--- config.mk ---
export PLATFORM = sky130hd
export DESIGN_NAME = tcce_plan
export DESIGN_NICKNAME = d
export VERILOG_FILES = /design/src/sv/tcce_pkg.sv /design/src/sv/tcce_plan.sv
export SDC_FILE = /design/constraint.sdc
export NUM_CORES = 1
export LEC_CHECK = 0
export BUFFER_PORTS_ARGS = -buffer_cell sky130_fd_sc_hd__buf_4
export CORE_ASPECT_RATIO = 1.5
export CORE_MARGIN = 3
export CORE_UTILIZATION = 55
export DETAILED_ROUTE_END_ITERATION = 10
export PLACE_DENSITY = 0.82
export SLEW_MARGIN = 5
export SYNTH_ARGS = -nofsm -noshare
export SYNTH_HDL_FRONTEND = slang
export SYNTH_SLANG_ARGS = --single-unit
--- constraint.sdc ---
create_clock -name vclk -period 13.79
set_input_delay 2.758 -clock vclk [all_inputs]
set_output_delay 2.758 -clock vclk [all_outputs]
set_load 0.02 [all_outputs]
--- src/sv/tcce_pkg.sv ---
`timescale 1ns / 1ps
`default_nettype none
package tcce_pkg;

    // Row and column arithmetic widths, sized for a buffer of up to 4096 lines
    // of 256 columns plus headroom for sums such as top + count.
    localparam int ROW_W = 13;
    localparam int COL_W = 9;
    localparam int LIN_W = ROW_W + COL_W;

    typedef enum logic [3:0] {
        OP_READ        = 4'd0,
        OP_PUT         = 4'd1,
        OP_RUN_PUT     = 4'd2,
        OP_LOAD        = 4'd3,
        OP_SCROLL_UP   = 4'd4,
        OP_SCROLL_DOWN = 4'd5,
        OP_CLEAR       = 4'd6,
        OP_MOVE        = 4'd7,
        OP_REPORT      = 4'd8,
        OP_SB_CLEAR    = 4'd9,
        OP_NOOP        = 4'd10
    } t_op;

    localparam logic [1:0] CFG_COLUMNS = 2'd0;
    localparam logic [1:0] CFG_VISIBLE = 2'd1;
    localparam logic [1:0] CFG_LINES   = 2'd2;
    localparam logic [1:0] CFG_ATTR    = 2'd3;

    typedef struct packed {
        logic [3:0]  operation;
        logic [8:0]  row;
        logic [6:0]  column;
        logic [6:0]  element_index;
        logic [8:0]  top;
        logic [8:0]  bottom;
        logic [6:0]  left;
        logic [6:0]  right;
        logic [9:0]  line_count;
        logic [15:0] cell_req;
    } t_in_word;

    typedef struct packed {
        logic        status;
        logic [15:0] read_value;
        logic [7:0]  report_columns;
        logic [9:0]  report_rows;
        logic [7:0]  report_attr;
    } t_out_word;

    // Work plan for one command: an optional copy pass, then an optional fill pass.
    typedef struct packed {
        logic             status;
        logic             is_read;
        logic             is_report;
        logic [ROW_W-1:0] cp_h;
        logic [COL_W-1:0] cp_w;
        logic [ROW_W-1:0] cp_dst_row;
        logic [ROW_W-1:0] cp_src_row;
        logic [COL_W-1:0] cp_dst_col;
        logic [COL_W-1:0] cp_src_col;
        logic             cp_rdown;
        logic             cp_cdown;
        logic [ROW_W-1:0] f_h;
        logic [COL_W-1:0] f_w;
        logic [ROW_W-1:0] f_row;
        logic [COL_W-1:0] f_col;
        logic [15:0]      f_val;
    } t_plan;

    typedef enum logic [2:0] {
        ST_CLEAR,
        ST_IDLE,
        ST_PLAN,
        ST_READ,
        ST_CP_RD,
        ST_CP_WR,
        ST_FILL,
        ST_DONE
    } t_state;

endpackage
`default_nettype wire

--- src/sv/tcce_plan.sv ---
`timescale 1ns / 1ps
`default_nettype none
module tcce_plan (
    input  wire tcce_pkg::t_in_word              i_req,
    input  wire logic [tcce_pkg::COL_W-1:0]      i_cols,
    input  wire logic [tcce_pkg::ROW_W-1:0]      i_lines,
    input  wire logic [tcce_pkg::ROW_W-1:0]      i_vis,
    output tcce_pkg::t_plan                      o_plan
);
    import tcce_pkg::*;

    t_op              op;
    logic [ROW_W-1:0] row, top, bot, n, base, b1, botc, nn, lim, h, hmax;
    logic [COL_W-1:0] col, idx, lft, rgt, rgtc, w, wmax;
    logic             full;

    always_comb begin
        op   = t_op'(i_req.operation);
        row  = ROW_W'(i_req.row);
        top  = ROW_W'(i_req.top);
        bot  = ROW_W'(i_req.bottom);
        n    = ROW_W'(i_req.line_count);
        col  = COL_W'(i_req.column);
        idx  = COL_W'(i_req.element_index);
        lft  = COL_W'(i_req.left);
        rgt  = COL_W'(i_req.right);
        base = i_lines - i_vis;
        b1   = bot + ROW_W'(1);
        botc = (bot >= i_vis) ? i_vis - ROW_W'(1) : bot;
        rgtc = (rgt >= i_cols) ? i_cols - COL_W'(1) : rgt;
        full = (top == '0) && (b1 == i_vis);
        lim  = (op == OP_RUN_PUT) ? i_vis : i_lines;
        h    = botc - top + ROW_W'(1);
        w    = rgtc - lft + COL_W'(1);
        hmax = i_vis - row;
        wmax = i_cols - col;
        nn   = '0;

        o_plan       = '0;
        o_plan.f_val = i_req.cell_req;

        case (op)
            OP_READ, OP_PUT: begin
                if (row >= i_vis || col >= i_cols) begin
                    o_plan.status = 1'b1;
                end else if (op == OP_READ) begin
                    o_plan.is_read    = 1'b1;
                    o_plan.cp_src_row = base + row;
                    o_plan.cp_src_col = col;
                end else begin
                    o_plan.f_h   = ROW_W'(1);
                    o_plan.f_w   = COL_W'(1);
                    o_plan.f_row = base + row;
                    o_plan.f_col = col;
                end
            end
            OP_RUN_PUT, OP_LOAD: begin
                if (col >= i_cols || row >= lim) begin
                    o_plan.status = 1'b1;
                end else if (col + idx < i_cols) begin
                    o_plan.f_h   = ROW_W'(1);
                    o_plan.f_w   = COL_W'(1);
                    o_plan.f_row = ((op == OP_RUN_PUT) ? base : '0) + row;
                    o_plan.f_col = col + idx;
                end
            end
            OP_SCROLL_UP, OP_SCROLL_DOWN: begin
                o_plan.cp_w = i_cols;
                o_plan.f_w  = i_cols;
                if (full && op == OP_SCROLL_UP) begin
                    nn                = (n > i_lines) ? i_lines : n;
                    o_plan.cp_h       = i_lines - nn;
                    o_plan.cp_src_row = nn;
                    o_plan.f_h        = nn;
                    o_plan.f_row      = i_lines - nn;
                end else if (full) begin
                    nn                = (n > i_vis) ? i_vis : n;
                    o_plan.cp_h       = i_vis - nn;
                    o_plan.cp_dst_row = base + nn;
                    o_plan.cp_src_row = base;
                    o_plan.cp_rdown   = 1'b1;
                    o_plan.f_h        = nn;
                    o_plan.f_row      = base;
                end else if (b1 > i_vis || top + n >= i_vis || top + n > b1) begin
                    o_plan.status = 1'b1;
                end else if (op == OP_SCROLL_UP) begin
                    o_plan.cp_h       = b1 - n - top;
                    o_plan.cp_dst_row = base + top;
                    o_plan.cp_src_row = base + top + n;
                    o_plan.f_h        = n;
                    o_plan.f_row      = base + b1 - n;
                end else begin
                    o_plan.cp_h       = b1 - top - n;
                    o_plan.cp_dst_row = base + top + n;
                    o_plan.cp_src_row = base + top;
                    o_plan.cp_rdown   = 1'b1;
                    o_plan.f_h        = n;
                    o_plan.f_row      = base + top;
                end
            end
            OP_CLEAR: begin
                if (top <= botc && lft <= rgtc) begin
                    o_plan.f_h   = h;
                    o_plan.f_w   = w;
                    o_plan.f_row = base + top;
                    o_plan.f_col = lft;
                end
            end
            OP_MOVE: begin
                if (top <= botc && lft <= rgtc && row < i_vis && col < i_cols) begin
                    o_plan.cp_h       = (h > hmax) ? hmax : h;
                    o_plan.cp_w       = (w > wmax) ? wmax : w;
                    o_plan.cp_dst_row = base + row;
                    o_plan.cp_src_row = base + top;
                    o_plan.cp_dst_col = col;
                    o_plan.cp_src_col = lft;
                    o_plan.cp_rdown   = !(row < top);
                    o_plan.cp_cdown   = col > lft;
                end
            end
            OP_REPORT: begin
                o_plan.is_report = 1'b1;
            end
            OP_SB_CLEAR: begin
                o_plan.f_h   = base;
                o_plan.f_w   = i_cols;
                o_plan.f_val = '0;
            end
            default: begin
            end
        endcase
    end
endmodule
`default_nettype wire

==> metrics.md <==
| Metric | Value |
|---|---|
| Result of the run | finished, final reports clean |
| CTS Hold Buffers Added | 0 |
| Maximum number of pins on one net before global-route repair | 48 |
| Final design instance area without fill | around 18000 sq um |
| Routed via count divided by cell count | approximately 7.1 |
| Setup tns final | 0 ns |
| Class of the most critical hold timing path | in -> out |
| Maximum VDD drop | around 0.055 mV |
| Average footprint of a synthesized cell | 7.14 sq um |
| Share of the clock period used by the worst path after layout | 90.2% |
| Largest delay share family, worst path | compound AO/OA/AOI/OAI gates |
| Overflow after GRT | 0 |
| Number of max-cap violations | 0 |
| Detailed-routing iteration count for the pre-antenna-repair pass | 9 |
| Via count of the first global-routing pass | 19.4k |
| Peak fanout along the critical path | 22 |
| Synth cell types | 83 |
| Portion of total power attributed to the clock network | 0% |
| Worst Hold Margin | 5.82 ns |
| Crit path arrival time | 9.68 ns |
| Area of the multi-input gates | 14700 sq um |
| Clock buffer count | 0 |
| Kind of start point of the critical path | primary input |
| Commonest non-fill, non-tap cell in the layout | ha_1 |
| Number of post-CTS setup repair buffers | 0 |
| Kind of capture point of the worst setup path | output pin |
| Unrepaired setup endpoints after global routing | false |
| Register share of total power | 0% |
| Internal power | ~0.57 mW |
| Total GRT Usage | between 50% and 60% |
| Timing startpoint of the critical path | i_vis[1] |
| Sequential area share after synthesis | 0% |
| Power density over the cells | 83.4 nW/um^2 |
| Static leakage | 8.80 nW |
| Net switching component of the power | 0.934 mW |
| Slew at the pin with the worst max-slew slack | 1.16 ns |
| Count of unresolved DRC violations after routing | 0 |
| Critical path's largest stage delay | 0.62 ns |
| Logic pwr share | 100.0% |
| Source of the worst hold timing path | i_req[13] |
| Cell Rows | 75 |
| Total number of yosys warnings | 0 |
| Share of final-layout standard cells stronger than drive strength 1 | about an eighth |
| Count of buffering cells on the critical path with inverters included | 6 |
| Die footprint | 30900 sq um |
| Placer congestion estimate | 1.13 |
| Via Count | 19.5k |
| Final setup violation count | 0 |
| Gate count after technology mapping | 2217 |
| Sequential cell area | 0 sq um |
| Final max-slew violation count | 0 |
| Cell Area, Synth | roughly 16000 sq um |
| Total number of sequential cells | 0 |
| Area of the core region | 28200 sq um |
| Mean routed wirelength per cell | a little under 30 um |
| PortBufs | 246 |
| Rel. slew slack | 21.7% |
| Die outline width | 144 um |
| Area growth from synthesis to layout | 13.7% |
| Detailed-route wire length | 81.1 mm |
| Die height | 214 um |
| Switching power as a share of total power | ~62% |
| Fmax | 0.0804 GHz |
| Final Hold Vio Count | 0 |
| Worst path slowest cell | a2111oi_0 |
| Post-cts sizing count | 0 |
| Antenna violations before repair | 1 |
| Post-DRT Antenna Nets | 0 |
| Global-route wire length before repair | 117 mm |
| Most used cells in the layout excluding fill and tap cells | 337 x ha_1, 268 x buf_4, 212 x inv_1 |
| Area of placed instances | 18000 sq um |
| Layout filler cell count | 2621 |
| Endpoint required time on the critical path | 11.03 ns |
| Starting utilization of the core area | 56.2% |
| I/O pins | about 250 |
| Net count, final | 2903 |
| Min Tclk post-route | about 12 ns |
| Kind of critical path | in -> out |
| Detailed Place HPWL | 66.2 mm |
| DRC marker count from the first detailed-route iteration | 2481 |
[logic make-up (layout without fill, tap and decap cells)]
logic type	count (synthesis)	after routing	share of synthesized area, %
AOI/OAI and AO/OA	738	738	31.2
xor gates and xnor gates	159	159	8.92
adders and majority gates	367	367	30.4
buffers and inverters	294	485	7.31
muxes	55	55	3.57
other	1	9	0.0237
and+or+nand+nor	603	603	18.5
[per-stage QoR]
step	cells	total power [mW]	utilization (%)	setup WS, ns
6_report	2762	1.50	63.9	1.36
3_5_place_dp	2760	1.42	63.9	1.51
2_1_floorplan	2223	0.982	-	2.12
3_3_place_gp	2760	1.39	63.9	1.56
5_1_grt	2761	1.60	63.9	0.760
4_1_cts	2760	1.43	63.9	1.49
[final timing paths]
check                         end  cells after the start  slack (ns)
worst max-delay path  o_plan[125]                     33        1.36
worst min-delay path   o_plan[13]                      3        5.82
[area by class of cell]
class	count	share of cell area, %
Inverter	217	4.60
Multi-Input combinational cell	1929	81.8
Antenna cell	2	0.0278
Tap cell	346	2.41
Timing Repair Buffer	268	11.2
[power groups by stage]
stage | Sequential (mW) | Combinational, mW | Clock [mW]
after detailed placement | 0 | 1.42 | 0
after floorplan | 0 | 0.982 | 0
final | 0 | 1.50 | 0.0000000157
after global placement | 0 | 1.39 | 0
after CTS | 0 | 1.43 | 0
after global routing | 0 | 1.60 | 0.00000000605
[Yosys cell counts (10+ instances only)]
cell type  instances  area share, %
xor2_1            44            2.4
ha_1             337             27
xnor2_1          114            6.3
o21bai_1          24            1.1
nand2b_1          23           0.91
o31ai_1           17           0.81
nor2_1           167            4.0
o21a_1            44            2.1
buf_2             11           0.35
inv_1            212            5.0
and3_1            14           0.55
o211ai_1          40            1.9
o2111ai_1         10           0.55
a211oi_1          24            1.1
a21o_1            53            2.5
nand3_1           56            1.8
mux2_2            12           0.85
o21ai_1           13           0.41
a21oi_1          173            5.5
o31a_1            10           0.55
nor2b_1           35            1.4
mux2i_1           43            2.7
o21ai_0          133            4.2
fa_1              30            3.8
a22oi_1           12           0.57
or2_2             12           0.47
a211o_1           18            1.0
clkbuf_1          55            1.3
o221ai_1          12           0.66
o22ai_1           26            1.0
a221o_1           12           0.76
and2_1            31            1.2
or3_1             17           0.67
nand2_1          135            3.2
nand4_1           25           0.99
a22o_1            13           0.72
nor3_1            55            1.7
a31oi_1           23           0.91
a21boi_0          16           0.76
[layer usage]
layer	GRT usage [%]	up-vias	share of wire, %
met1	50.2	8867	31
met5	0	-	0
met2	79.3	1502	43
met4	55.3	0	15
met3	15.6	630	12
li1	-	8550	-
Power figures use the tool's default switching activity.
